==> config.mk <==
export PLATFORM = sky130hd
export DESIGN_NAME = motor_keypad_controller
export DESIGN_NICKNAME = d
export VERILOG_FILES = /design/src/hw/rtl/mkc_pkg.sv /design/src/hw/rtl/mkc_cfg_regs.sv /design/src/hw/rtl/mkc_step.sv /design/src/hw/rtl/motor_keypad_controller.sv
export SDC_FILE = /design/constraint.sdc
export NUM_CORES = 1
export LEC_CHECK = 0
export BUFFER_PORTS_ARGS = -buffer_cell sky130_fd_sc_hd__buf_2
export CORE_MARGIN = 2
export CORE_UTILIZATION = 30
export DETAILED_ROUTE_END_ITERATION = 8
export MAX_ROUTING_LAYER = met4
export PLACE_DENSITY = 0.53
export SLEW_MARGIN = 10
export SYNTH_ARGS = -nofsm -noshare
export SYNTH_HDL_FRONTEND = slang
export SYNTH_HIERARCHICAL = 1
export SYNTH_SLANG_ARGS = --single-unit
==> constraint.sdc <==
create_clock -name clk -period 24.5 [get_ports clk]
set_input_delay 2.45 -clock clk [delete_from_list [all_inputs] [get_ports clk]]
set_output_delay 2.45 -clock clk [all_outputs]
set_load 0.05 [all_outputs]
==> src/hw/rtl/mkc_pkg.sv <==
// ----------------------------------------------------------------------------
// mkc_pkg
// Types and constants shared by the motor keypad controller modules.
// ----------------------------------------------------------------------------
package mkc_pkg;

  localparam int KEYS_W   = 6;
  localparam int SPEED_W  = 11;
  localparam int TIME_W   = 10;
  localparam int STEP_W   = 8;
  localparam int HOLD_W   = 4;
  localparam int CFG_IDX_W = 3;
  localparam int CFG_DATA_W = 11;

  localparam int KEY_TIME_INC  = 0;
  localparam int KEY_TIME_DEC  = 1;
  localparam int KEY_SPEED_INC = 2;
  localparam int KEY_SPEED_DEC = 3;
  localparam int KEY_START     = 4;
  localparam int KEY_HALT      = 5;

  localparam logic [TIME_W-1:0]  TIME_FINE   = 10'd1;
  localparam logic [TIME_W-1:0]  TIME_COARSE = 10'd10;
  localparam logic [TIME_W-1:0]  TIME_MAX    = 10'd1023;
  localparam logic [HOLD_W-1:0]  HOLD_MAX    = 4'd15;

  localparam logic [SPEED_W-1:0] RST_SPEED   = 11'd500;
  localparam logic [TIME_W-1:0]  RST_TIME    = 10'd10;

  localparam logic [STEP_W-1:0]  RST_SPEED_FINE   = 8'd10;
  localparam logic [STEP_W-1:0]  RST_SPEED_COARSE = 8'd50;
  localparam logic [SPEED_W-1:0] RST_SPEED_CEIL   = 11'd1750;
  localparam logic [SPEED_W-1:0] RST_SPEED_FLOOR  = 11'd500;
  localparam logic [TIME_W-1:0]  RST_TIME_CEIL    = 10'd900;
  localparam logic [TIME_W-1:0]  RST_TIME_FLOOR   = 10'd10;
  localparam logic [HOLD_W-1:0]  RST_HOLD_THR     = 4'd6;
  localparam logic [HOLD_W-1:0]  RST_START_SCANS  = 4'd1;

  typedef enum logic [1:0] {
    OP_SCAN  = 2'd0,
    OP_LOAD  = 2'd1,
    OP_RUN   = 2'd2,
    OP_ERROR = 2'd3
  } op_t;

  typedef enum logic [2:0] {
    MODE_STOP     = 3'd0,
    MODE_STARTING = 3'd1,
    MODE_RUNNING  = 3'd2,
    MODE_PAUSED   = 3'd3,
    MODE_ERROR    = 3'd4
  } mode_t;

  typedef enum logic [CFG_IDX_W-1:0] {
    CFG_SPEED_FINE   = 3'd0,
    CFG_SPEED_COARSE = 3'd1,
    CFG_SPEED_CEIL   = 3'd2,
    CFG_SPEED_FLOOR  = 3'd3,
    CFG_TIME_CEIL    = 3'd4,
    CFG_TIME_FLOOR   = 3'd5,
    CFG_HOLD_THR     = 3'd6,
    CFG_START_SCANS  = 3'd7
  } cfg_idx_t;

  typedef struct packed {
    logic [1:0]         op;
    logic [KEYS_W-1:0]  keys;
    logic [SPEED_W-1:0] saved_speed;
    logic [TIME_W-1:0]  saved_time;
  } in_item_t;

  typedef struct packed {
    logic [2:0]         motor_mode;
    logic [SPEED_W-1:0] speed;
    logic [TIME_W-1:0]  preset_time;
    logic [TIME_W-1:0]  run_period;
    logic               pwm_update;
    logic               save_request;
    logic               display_refresh;
  } out_item_t;

  typedef struct packed {
    logic [STEP_W-1:0]  speed_fine_step;
    logic [STEP_W-1:0]  speed_coarse_step;
    logic [SPEED_W-1:0] speed_ceiling;
    logic [SPEED_W-1:0] speed_floor;
    logic [TIME_W-1:0]  time_ceiling;
    logic [TIME_W-1:0]  time_floor;
    logic [HOLD_W-1:0]  hold_threshold;
    logic [HOLD_W-1:0]  start_hold_scans;
  } cfg_regs_t;

  typedef struct packed {
    logic [HOLD_W-1:0] cnt;
    logic              fast;
  } hold_t;

  typedef struct packed {
    logic [KEYS_W-1:0]  prev_keys;
    hold_t              hold;
    mode_t              mode;
    logic [SPEED_W-1:0] speed;
    logic [TIME_W-1:0]  preset;
    logic [TIME_W-1:0]  run_period;
  } ctl_state_t;

endpackage

==> src/hw/rtl/mkc_cfg_regs.sv <==
// ----------------------------------------------------------------------------
// mkc_cfg_regs
// Configuration register file, written by index.
// ----------------------------------------------------------------------------
module mkc_cfg_regs (
  input  logic                              clk,
  input  logic                              rst_n,
  input  logic                              wr_en,
  input  logic [mkc_pkg::CFG_IDX_W-1:0]     wr_index,
  input  logic [mkc_pkg::CFG_DATA_W-1:0]    wr_data,
  output mkc_pkg::cfg_regs_t                cfg
);

  mkc_pkg::cfg_regs_t cfg_r, cfg_nxt;

  always_comb begin
    cfg_nxt = cfg_r;
    if (wr_en) begin
      unique case (mkc_pkg::cfg_idx_t'(wr_index))
        mkc_pkg::CFG_SPEED_FINE:   cfg_nxt.speed_fine_step   = wr_data[mkc_pkg::STEP_W-1:0];
        mkc_pkg::CFG_SPEED_COARSE: cfg_nxt.speed_coarse_step = wr_data[mkc_pkg::STEP_W-1:0];
        mkc_pkg::CFG_SPEED_CEIL:   cfg_nxt.speed_ceiling     = wr_data[mkc_pkg::SPEED_W-1:0];
        mkc_pkg::CFG_SPEED_FLOOR:  cfg_nxt.speed_floor       = wr_data[mkc_pkg::SPEED_W-1:0];
        mkc_pkg::CFG_TIME_CEIL:    cfg_nxt.time_ceiling      = wr_data[mkc_pkg::TIME_W-1:0];
        mkc_pkg::CFG_TIME_FLOOR:   cfg_nxt.time_floor        = wr_data[mkc_pkg::TIME_W-1:0];
        mkc_pkg::CFG_HOLD_THR:     cfg_nxt.hold_threshold    = wr_data[mkc_pkg::HOLD_W-1:0];
        mkc_pkg::CFG_START_SCANS:  cfg_nxt.start_hold_scans  = wr_data[mkc_pkg::HOLD_W-1:0];
        default:                   cfg_nxt = cfg_r;
      endcase
    end
  end

  always_ff @(posedge clk) begin
    if (!rst_n) begin
      cfg_r.speed_fine_step   <= mkc_pkg::RST_SPEED_FINE;
      cfg_r.speed_coarse_step <= mkc_pkg::RST_SPEED_COARSE;
      cfg_r.speed_ceiling     <= mkc_pkg::RST_SPEED_CEIL;
      cfg_r.speed_floor       <= mkc_pkg::RST_SPEED_FLOOR;
      cfg_r.time_ceiling      <= mkc_pkg::RST_TIME_CEIL;
      cfg_r.time_floor        <= mkc_pkg::RST_TIME_FLOOR;
      cfg_r.hold_threshold    <= mkc_pkg::RST_HOLD_THR;
      cfg_r.start_hold_scans  <= mkc_pkg::RST_START_SCANS;
    end else begin
      cfg_r <= cfg_nxt;
    end
  end

  assign cfg = cfg_r;

endmodule

==> src/hw/rtl/mkc_step.sv <==
// ----------------------------------------------------------------------------
// mkc_step
// Next-state and result logic for one operation (scan, load, run, error).
// ----------------------------------------------------------------------------
module mkc_step (
  input  mkc_pkg::in_item_t   item,
  input  mkc_pkg::cfg_regs_t  cfg,
  input  mkc_pkg::ctl_state_t cur,
  output mkc_pkg::ctl_state_t nxt,
  output mkc_pkg::out_item_t  res
);

  function automatic mkc_pkg::hold_t hold_step(
    input logic                        fresh,
    input mkc_pkg::hold_t              h_in,
    input logic [mkc_pkg::HOLD_W-1:0]  thr
  );
    mkc_pkg::hold_t h;
    h = h_in;
    if (fresh) begin
      h = '0;
    end
    if (h.cnt <= thr) begin
      h.fast = 1'b0;
      if (h.cnt != mkc_pkg::HOLD_MAX) begin
        h.cnt = h.cnt + 4'd1;
      end
    end else begin
      h.fast = 1'b1;
    end
    return h;
  endfunction

  logic                          fresh;
  logic                          pwm, save, disp;
  logic [mkc_pkg::TIME_W:0]      t_sum;
  logic [mkc_pkg::TIME_W-1:0]    t_dec;
  logic [mkc_pkg::SPEED_W:0]     s_sum;
  logic [mkc_pkg::STEP_W-1:0]    s_step;
  logic [mkc_pkg::SPEED_W-1:0]   s_dec;
  logic [mkc_pkg::SPEED_W-1:0]   s_diff;
  mkc_pkg::ctl_state_t           st;

  always_comb begin
    st     = cur;
    pwm    = 1'b0;
    save   = 1'b0;
    disp   = 1'b0;
    fresh  = |(item.keys & ~cur.prev_keys);
    t_sum  = '0;
    t_dec  = '0;
    s_sum  = '0;
    s_step = '0;
    s_dec  = '0;
    s_diff = '0;

    unique case (mkc_pkg::op_t'(item.op))
      mkc_pkg::OP_SCAN: begin
        st.prev_keys = item.keys;

        if (item.keys[mkc_pkg::KEY_HALT] && st.mode != mkc_pkg::MODE_STOP) begin
          if (st.mode == mkc_pkg::MODE_RUNNING) begin
            st.mode = mkc_pkg::MODE_PAUSED;
          end else begin
            st.mode       = mkc_pkg::MODE_STOP;
            st.run_period = st.preset;
          end
          disp = 1'b1;
        end

        if (item.keys[mkc_pkg::KEY_START]) begin
          if (fresh) begin
            st.hold.cnt = '0;
          end
          if (st.hold.cnt < cfg.start_hold_scans) begin
            st.hold.cnt = st.hold.cnt + 4'd1;
          end else if (st.mode == mkc_pkg::MODE_STOP) begin
            st.run_period = st.preset;
            st.mode       = mkc_pkg::MODE_STARTING;
            disp          = 1'b1;
          end
        end

        if (item.keys[mkc_pkg::KEY_TIME_INC] && st.mode == mkc_pkg::MODE_STOP) begin
          st.hold = hold_step(fresh, st.hold, cfg.hold_threshold);
          if (st.preset >= cfg.time_ceiling) begin
            st.preset = cfg.time_ceiling;
          end else begin
            t_sum = {1'b0, st.preset}
                  + {1'b0, (st.hold.fast ? mkc_pkg::TIME_COARSE : mkc_pkg::TIME_FINE)};
            st.preset = t_sum[mkc_pkg::TIME_W] ? mkc_pkg::TIME_MAX
                                                : t_sum[mkc_pkg::TIME_W-1:0];
          end
          st.run_period = st.preset;
          save = 1'b1;
          disp = 1'b1;
        end

        if (item.keys[mkc_pkg::KEY_TIME_DEC] && st.mode == mkc_pkg::MODE_STOP) begin
          st.hold = hold_step(fresh, st.hold, cfg.hold_threshold);
          t_dec = st.hold.fast ? mkc_pkg::TIME_COARSE : mkc_pkg::TIME_FINE;
          if (st.preset <= cfg.time_floor) begin
            st.preset = cfg.time_floor;
          end else if (st.preset > t_dec) begin
            st.preset = st.preset - t_dec;
          end else begin
            st.preset = '0;
          end
          st.run_period = st.preset;
          save = 1'b1;
          disp = 1'b1;
        end

        if (item.keys[mkc_pkg::KEY_SPEED_INC]) begin
          st.hold = hold_step(fresh, st.hold, cfg.hold_threshold);
          s_step = st.hold.fast ? cfg.speed_coarse_step : cfg.speed_fine_step;
          s_sum  = {1'b0, st.speed} + {4'b0, s_step};
          if (s_sum[mkc_pkg::SPEED_W] || s_sum >= {1'b0, cfg.speed_ceiling}) begin
            st.speed = cfg.speed_ceiling;
          end else begin
            st.speed = s_sum[mkc_pkg::SPEED_W-1:0];
          end
          pwm  = pwm  | (st.mode == mkc_pkg::MODE_RUNNING);
          save = save | (st.mode == mkc_pkg::MODE_STOP);
          disp = 1'b1;
        end

        if (item.keys[mkc_pkg::KEY_SPEED_DEC]) begin
          st.hold = hold_step(fresh, st.hold, cfg.hold_threshold);
          s_dec  = {3'b0, (st.hold.fast ? cfg.speed_coarse_step : cfg.speed_fine_step)};
          s_diff = st.speed - s_dec;
          if (st.speed < s_dec || s_diff <= cfg.speed_floor) begin
            st.speed = cfg.speed_floor;
          end else begin
            st.speed = s_diff;
          end
          pwm  = pwm  | (st.mode == mkc_pkg::MODE_RUNNING);
          save = save | (st.mode == mkc_pkg::MODE_STOP);
          disp = 1'b1;
        end
      end
      mkc_pkg::OP_LOAD: begin
        st.speed      = item.saved_speed;
        st.preset     = item.saved_time;
        st.run_period = item.saved_time;
      end
      mkc_pkg::OP_RUN: begin
        if (st.mode == mkc_pkg::MODE_STARTING) begin
          st.mode = mkc_pkg::MODE_RUNNING;
        end
      end
      mkc_pkg::OP_ERROR: begin
        st.mode = mkc_pkg::MODE_ERROR;
      end
      default: st = cur;
    endcase

    nxt                 = st;
    res.motor_mode      = st.mode;
    res.speed           = st.speed;
    res.preset_time     = st.preset;
    res.run_period      = st.run_period;
    res.pwm_update      = pwm;
    res.save_request    = save;
    res.display_refresh = disp;
  end

endmodule

==> src/hw/rtl/motor_keypad_controller.sv <==
// ----------------------------------------------------------------------------
// motor_keypad_controller
// Keypad front end of a small motor controller: key scans, saved-setting
// loads and motor events update mode, speed and times, one result each.
//
//   channel | ports                          | transaction
//   --------+--------------------------------+-----------------------------
//   in      | in_valid, in_ready, in_data    | one operation (in_item_t)
//   out     | out_valid, out_ready, out_data | one result (out_item_t)
//   cfg     | cfg_valid, cfg_ready,          | one register write
//           | cfg_index, cfg_data            |
//
// Input register, then update logic into the state and result registers.
// One transaction per cycle sustained while out_ready is high.
// in_ready drops only while the input register holds an operation that the
// full, unread result register blocks. cfg_ready is always high.
// Synchronous active-low reset restores register defaults and state.
// ----------------------------------------------------------------------------
module motor_keypad_controller (
  input  logic                            clk,
  input  logic                            rst_n,
  input  logic                            in_valid,
  output logic                            in_ready,
  input  mkc_pkg::in_item_t               in_data,
  output logic                            out_valid,
  input  logic                            out_ready,
  output mkc_pkg::out_item_t              out_data,
  input  logic                            cfg_valid,
  output logic                            cfg_ready,
  input  logic [mkc_pkg::CFG_IDX_W-1:0]   cfg_index,
  input  logic [mkc_pkg::CFG_DATA_W-1:0]  cfg_data
);

  mkc_pkg::cfg_regs_t  cfg;
  mkc_pkg::ctl_state_t state_r, state_nxt;
  mkc_pkg::out_item_t  res_nxt, out_r;
  mkc_pkg::in_item_t   in_r;
  logic                in_vld_r, out_vld_r;
  logic                advance;

  assign cfg_ready = 1'b1;

  mkc_cfg_regs u_cfg (
    .clk      (clk),
    .rst_n    (rst_n),
    .wr_en    (cfg_valid),
    .wr_index (cfg_index),
    .wr_data  (cfg_data),
    .cfg      (cfg)
  );

  mkc_step u_step (
    .item (in_r),
    .cfg  (cfg),
    .cur  (state_r),
    .nxt  (state_nxt),
    .res  (res_nxt)
  );

  assign advance  = in_vld_r && (!out_vld_r || out_ready);
  assign in_ready = !in_vld_r || advance;

  always_ff @(posedge clk) begin
    if (!rst_n) begin
      in_vld_r <= 1'b0;
    end else if (in_ready) begin
      in_vld_r <= in_valid;
    end
  end

  always_ff @(posedge clk) begin
    if (in_ready) begin
      in_r <= in_data;
    end
  end

  always_ff @(posedge clk) begin
    if (!rst_n) begin
      out_vld_r          <= 1'b0;
      state_r.prev_keys  <= '0;
      state_r.hold       <= '0;
      state_r.mode       <= mkc_pkg::MODE_STOP;
      state_r.speed      <= mkc_pkg::RST_SPEED;
      state_r.preset     <= mkc_pkg::RST_TIME;
      state_r.run_period <= mkc_pkg::RST_TIME;
    end else if (advance) begin
      out_vld_r <= 1'b1;
      state_r   <= state_nxt;
    end else if (out_ready) begin
      out_vld_r <= 1'b0;
    end
  end

  always_ff @(posedge clk) begin
    if (advance) begin
      out_r <= res_nxt;
    end
  end

  assign out_valid = out_vld_r;
  assign out_data  = out_r;

endmodule

==> summary.txt, run 1 <==
Detailed routing
  • Initial drt markers: between 600 and 700
  • Post-route ant nets: 0
  • DR WL/cell: about 19 um
  • WL final: ~39000 um
  • DRC viols: 0
  • Vias: roughly 11000
  • Via-to-Cell Ratio: between 5 and 6
  • Drt pass-1 iters: 5

Clock tree
  • H-tree levels: 4
  • CTS tree: done
  • Post-CTS Hold Buffers: 0
  • PostCTS Resize Cnt: 0
  • Worst skew pair latency: 460 ps
  • Reg clk slew, reported paths: approximately 70 ps
  • Max clock buf depth: 2
  • CTS root buffer: clkbuf_16
  • Post-CTS Setup Bufs: 0
  • Clock Sinks: around 180
  • CTS buffer count: 17

Synth
  • Mapped Cells: 1484
  • Synthesized cell area: about 13000 um2
  • Syn_nets: roughly 1600
  • Avg Inst Size Synth: ~8.7 um2
  • Yosys warns: 6

Die
  • Core Area: roughly 43000 um2
  • I/O pin cnt: 88
  • Die X: approximately 210 um
  • Row Count: 76
  • Die ar.: approximately 45000 um2
  • Die Height: between 200 and 250 um
  • Starting Density: 0.303

Power and ir drop
  • Final total power: between 0.7 and 0.8 mW
  • Leak pwr: 6.04 nW
  • Max IR drop VDD: 0.0365 mV
  • PD cells: 56.3 nW/um2

Worst setup path
  • FF-to-FF Start: in_r[24]$_DFFE_PP_
  • Most frequent CP cell: ha_1
  • CP max stage cell: edfxtp_1
  • Required @ worst endpoint: ~25000 ps
  • Critical path type: flip-flop to flip-flop
  • R2R cell count: 74
  • Max stage delay on crit path: about 700 ps
  • Crit-path max FO: 25
  • RR Endpoint: state_r[21]$_SDFFE_PN0P_
  • Worst setup EP type: flip-flop
  • R2R Setup Slk: 7800 ps
  • Worst EP arrival: 17090 ps
  • Critical path launch point type: flip-flop

Layout
  • # nets final: around 1600
  • Register area: about 4200 um2
  • Ant diodes: 0
  • Final Instance Area: approximately 14000 um2
  • Most common cell after layout, fill and taps aside: nand2_1
  • Area of the multi-input gates: around 7700 um2
  • Share of cells above drive strength 1: 0.128
  • Fillers: about 4500
  • Synth-to-Final Area Change: 9.10%
  • Final Util: 0.330
  • Most frequent cells in the layout: 199 x nand2_1, 123 x mux2i_1, 112 x dfxtp_1, 100 x inv_1, 87 x ha_1

Hold path
  • Worst hold path depth: 2
  • Hold Startpoint: u_cfg/cfg[7]$_SDFFE_PN0P_
  • Hold Crit Endpoint: u_cfg/cfg[7]$_SDFFE_PN0P_
  • Worst Hold Class: flip-flop to flip-flop

Timing
  • Fmax: between 50 and 60 MHz
  • Worst rel slew slack: 0.361
  • Clk_skew: approximately 15 ps
  • Crit path time final: around 17000 ps
  • Setup-failing EPs final: 0
  • Final Hold Vio Count: 0
  • Slew @ Worst Pin: 953 ps
  • Final period util: 0.681
  • RSZ-0062 raised after global routing: false
  • TNS Setup: 0 ps
  • Max-slew violations: 0
  • Setup ws final: between 7000 and 8000 ps

Outcome
  • Status: completed

Global routing
  • Global-route usage over all layers: 0.182
  • GRT overflow: 0
  • First-pass GRT wire length: around 60000 um
  • Initial antenna violation count: 0
  • Vias in the first global route: around 10000
  • Pin count of the biggest net entering global routing: 92

Place
  • Hpwl dp: between 20000 and 30000 um
  • PortBufs: 86
  • Pre-CTS setup slack: 7820 ps
  • Post-DP Area: about 14000 um2
  • Placer Congestion: 0.914

Job
  • Max-cap viol count: 0
==> per-layer routing <==
metal,track usage,up-vias,part of all wire
met3,0.0303,53,0.039
met5,-,-,0
met4,0.0617,0,0.027
li1,-,5295,-
met1,0.232,5150,0.46
met2,0.294,229,0.47
==> worst max-delay path, delay by kind of cell, from the launching register on <==
kind / cells / cell delay, ps
flip-flops: 1 / 700
buffers and inverters: 5 / 540
multiplexers: 6 / 1560
AND/OR/NAND/NOR: 20 / 3560
AO/OA/AOI/OAI: 30 / 6540
adder cells (fa/ha/maj): 11 / 3280
XOR/XNOR: 2 / 430
==> how the worst max path moves through the flow <==
stage | from | to | slack (ps) | cells after the start
after detailed placement | in_r[24]$_DFFE_PP_ | state_r[26]$_SDFFE_PN1P_ | 7820 | 74
after floorplan | in_r[26]$_DFFE_PP_ | out_data[33]$_DFFE_PP_ | 10380 | 72
final | in_r[24]$_DFFE_PP_ | state_r[21]$_SDFFE_PN0P_ | 7800 | 74
after global routing | in_r[24]$_DFFE_PP_ | state_r[21]$_SDFFE_PN0P_ | 6490 | 74
after global placement | in_r[24]$_DFFE_PP_ | state_r[26]$_SDFFE_PN1P_ | 8240 | 74
after CTS | in_r[24]$_DFFE_PP_ | state_r[26]$_SDFFE_PN1P_ | 7790 | 74
==> flip-flops by register name, indices dropped and copies added (netlist names) <==
register   cells
in_r          29
in_vld_r       1
out_data      37
out_valid      1
state_r       44
u_cfg/cfg     66
==> through the flow <==
| step | hold WS [ps] | cells |
|---|---|---|
| floorplan | 435 | 1484 |
| global placement | 443 | 2015 |
| detailed placement | 452 | 2015 |
| CTS | 463 | 2047 |
| global route | 485 | 2047 |
| finish | 461 | 2047 |
==> power by group <==
part	leakage [nW]	switching, mW	total [mW]	internal (mW)
logic	4.17	0.116	0.181	0.0649
clock network	0.302	0.132	0.283	0.151
registers	1.57	0.0115	0.332	0.320
total	6.04	0.259	0.795	0.536
==> final cells by class <==
type,count,share of cell area
inverter,105,0.0279
multi-input combinational,1085,0.543
clock buffer,21,0.0356
tap,546,0.0484
clock inverter,11,0.00718
timing repair buffer,101,0.0386
sequential,178,0.299
Note: power is estimated with default switching activity, not from simulation.
==> inputs of run 2 (changes only) <==
Settings changed: ABC_AREA set to 1, PLACE_DENSITY 0.53 to 0.55.
Clock period 24.5 ns to 14.7 ns, I/O delays scaled along.
==> run 2 against run 1 <==
Area after synthesis down 0.56%. Non-clock buffer count down 1. Worst hold slack about the same. First-iteration DRC count up 37%. Count of clock-buffer cells in the layout down 3. Final cell count up 17%. Combinational power up 150%. Sequential power up 70%. Core utilization up 0.39 points. Worst setup slack worse by 6300 ps. Via count up 13%. Design area down 0.37%. Critical path type unchanged. Largest cell class unchanged.
==> summary.txt, run 2 <==
Outcome
  • Status: completed

Timing
  • Final period util: 0.898
  • Clk_skew: between 15 and 20 ps
  • Final Hold Vio Count: 0
  • Crit path time final: roughly 13000 ps
  • Fmax: 75.8 MHz
  • TNS Setup: 0 ps
  • Slew @ Worst Pin: around 1000 ps
  • RSZ-0062 raised after global routing: false
  • Worst rel slew slack: 0.297
  • Max-slew violations: 0
  • Setup-failing EPs final: 0

Layout
  • Max FFs per register: 66
  • Ant diodes: 0
  • Share of cells above drive strength 1: 0.115
  • # nets final: roughly 2000
  • Final Instance Area: between 10000 and 15000 um2
  • Most frequent cells in the layout: 389 x nand2_1, 256 x inv_1, 175 x nor2_1, 169 x nand3_1, 131 x o21ai_0
  • Synth-to-Final Area Change: 9.30%
  • Most common cell after layout, fill and taps aside: nand2_1
  • Fillers: about 4500

Clock tree
  • CTS root buffer: clkbuf_16
  • Post-CTS Hold Buffers: 0
  • CTS buffer count: 17
  • Reg clk slew, reported paths: around 70 ps
  • Max clock buf depth: 2
  • Worst skew pair latency: roughly 460 ps
  • H-tree levels: 4
  • CTS tree: done
  • Clock Sinks: 178

Global routing
  • Global-route usage over all layers: 0.191
  • Pin count of the biggest net entering global routing: just over 80
  • Vias in the first global route: approximately 12000
  • Initial antenna violation count: 0
  • GRT overflow: 0
  • First-pass GRT wire length: 63900 um

Synth
  • Synthesized cell area: around 13000 um2
  • Mapped Cells: 1838
  • Syn_nets: a little under 2000
  • Yosys warns: 6
  • Avg Inst Size Synth: around 7 um2

Worst setup path
  • CP max stage cell: edfxtp_1
  • WP buf/inv: 12
  • Critical path type: flip-flop to flip-flop
  • R2R Setup Slk: between 1500 and 2000 ps
  • Worst setup EP type: flip-flop
  • Critical path launch point type: flip-flop
  • Worst EP arrival: around 14000 ps
  • Crit-path max FO: 17
  • Max stage delay on crit path: approximately 540 ps
  • Crit-path leading delay family: compound AO/OA/AOI/OAI gates
  • Required @ worst endpoint: approximately 15000 ps

Power and ir drop
  • Seq pwr share: 0.377
  • PD cells: ~110 nW/um2
  • P_int: ~0.95 mW
  • Switching pwr: 0.545 mW
  • Leak pwr: between 6 and 7 nW
  • Max IR drop VDD: 0.0568 mV
  • Sw Share: 0.364
  • Logic pwr share: 0.299
  • Clock power frac: 0.324

Die
  • Die ar.: roughly 45000 um2
  • Die X: about 210 um
  • I/O pin cnt: 88
  • Core Area: roughly 42000 um2
  • Die Height: approximately 210 um
  • Starting Density: 0.306
  • Row Count: 75

Detailed routing
  • Via-to-Cell Ratio: 5.06
  • Vias: 12154
  • DR WL/cell: between 15 and 20 um
  • Initial drt markers: 915
  • WL final: just over 40000 um
  • Drt pass-1 iters: 7
  • DRC viols: 0
  • Post-route ant nets: 0

Place
  • Placer Congestion: between 0.9 and 1
  • PortBufs: 86
  • Hpwl dp: around 32000 um
  • Post-DP Area: between 10000 and 15000 um2

Hold path
  • Worst Hold Class: flip-flop to flip-flop

Job
  • Max-cap viol count: 0
[run 2: layout make-up]
class                   count  area [um2]  share of cell area
multi-input cells        1277        6990               0.497
flip-flops and latches    178        4230               0.300
inverters                 275        1040              0.0738
well taps                 539         674              0.0479
repair buffers            100         538              0.0382
clock buffers              18         429              0.0305
clock inverters            14         178              0.0126
[run 2: worst paths after layout]
check / start / end / cells past startpoint
max: in_r[24]$_DFFE_PP_ / state_r[27]$_SDFFE_PN1P_ / 81
min: u_cfg/cfg[32]$_SDFFE_PN1P_ / u_cfg/cfg[32]$_SDFFE_PN1P_ / 2
max reg2reg: in_r[24]$_DFFE_PP_ / state_r[27]$_SDFFE_PN1P_ / 81
min reg2reg: u_cfg/cfg[32]$_SDFFE_PN1P_ / u_cfg/cfg[32]$_SDFFE_PN1P_ / 2
[run 2: worst min-delay path: stages (launching register included)]
cell and delay (ps):
dfxtp_1 330, nand2_1 50, nand3_1 50
[run 2: repair_timing]
action,CTS,global route
gates resized for setup,0,6
setup endpoints to repair,0,22
setup buffers,0,1
[run 2: per-stage QoR]
stage	setup slack, ps	hold WS, ps	utilization	instances	power [mW]
2_1_floorplan	2650	429	-	1838	0.910
4_1_cts	906	467	0.333	2400	1.50
3_5_place_dp	1020	448	0.319	2368	1.01
6_report	1500	461	0.334	2401	1.50
3_3_place_gp	1380	442	0.319	2368	1.01
5_1_grt	48.1	492	0.334	2401	1.58
[run 2: routing by layer]
layer	vias to the layer above	GRT usage	share of wire
met5	-	-	0
li1	6018	-	-
met2	332	0.318	0.48
met4	0	0.0799	0.040
met3	87	0.0263	0.042
met1	5717	0.231	0.44
[run 2: power groups by stage]
stage	clock, mW	sequential, mW	combinational (mW)
CTS	0.496	0.565	0.441
global placement	0	0.576	0.437
finish	0.486	0.564	0.448
detailed placement	0	0.576	0.438
global route	0.513	0.567	0.501
floorplan	0	0.590	0.320
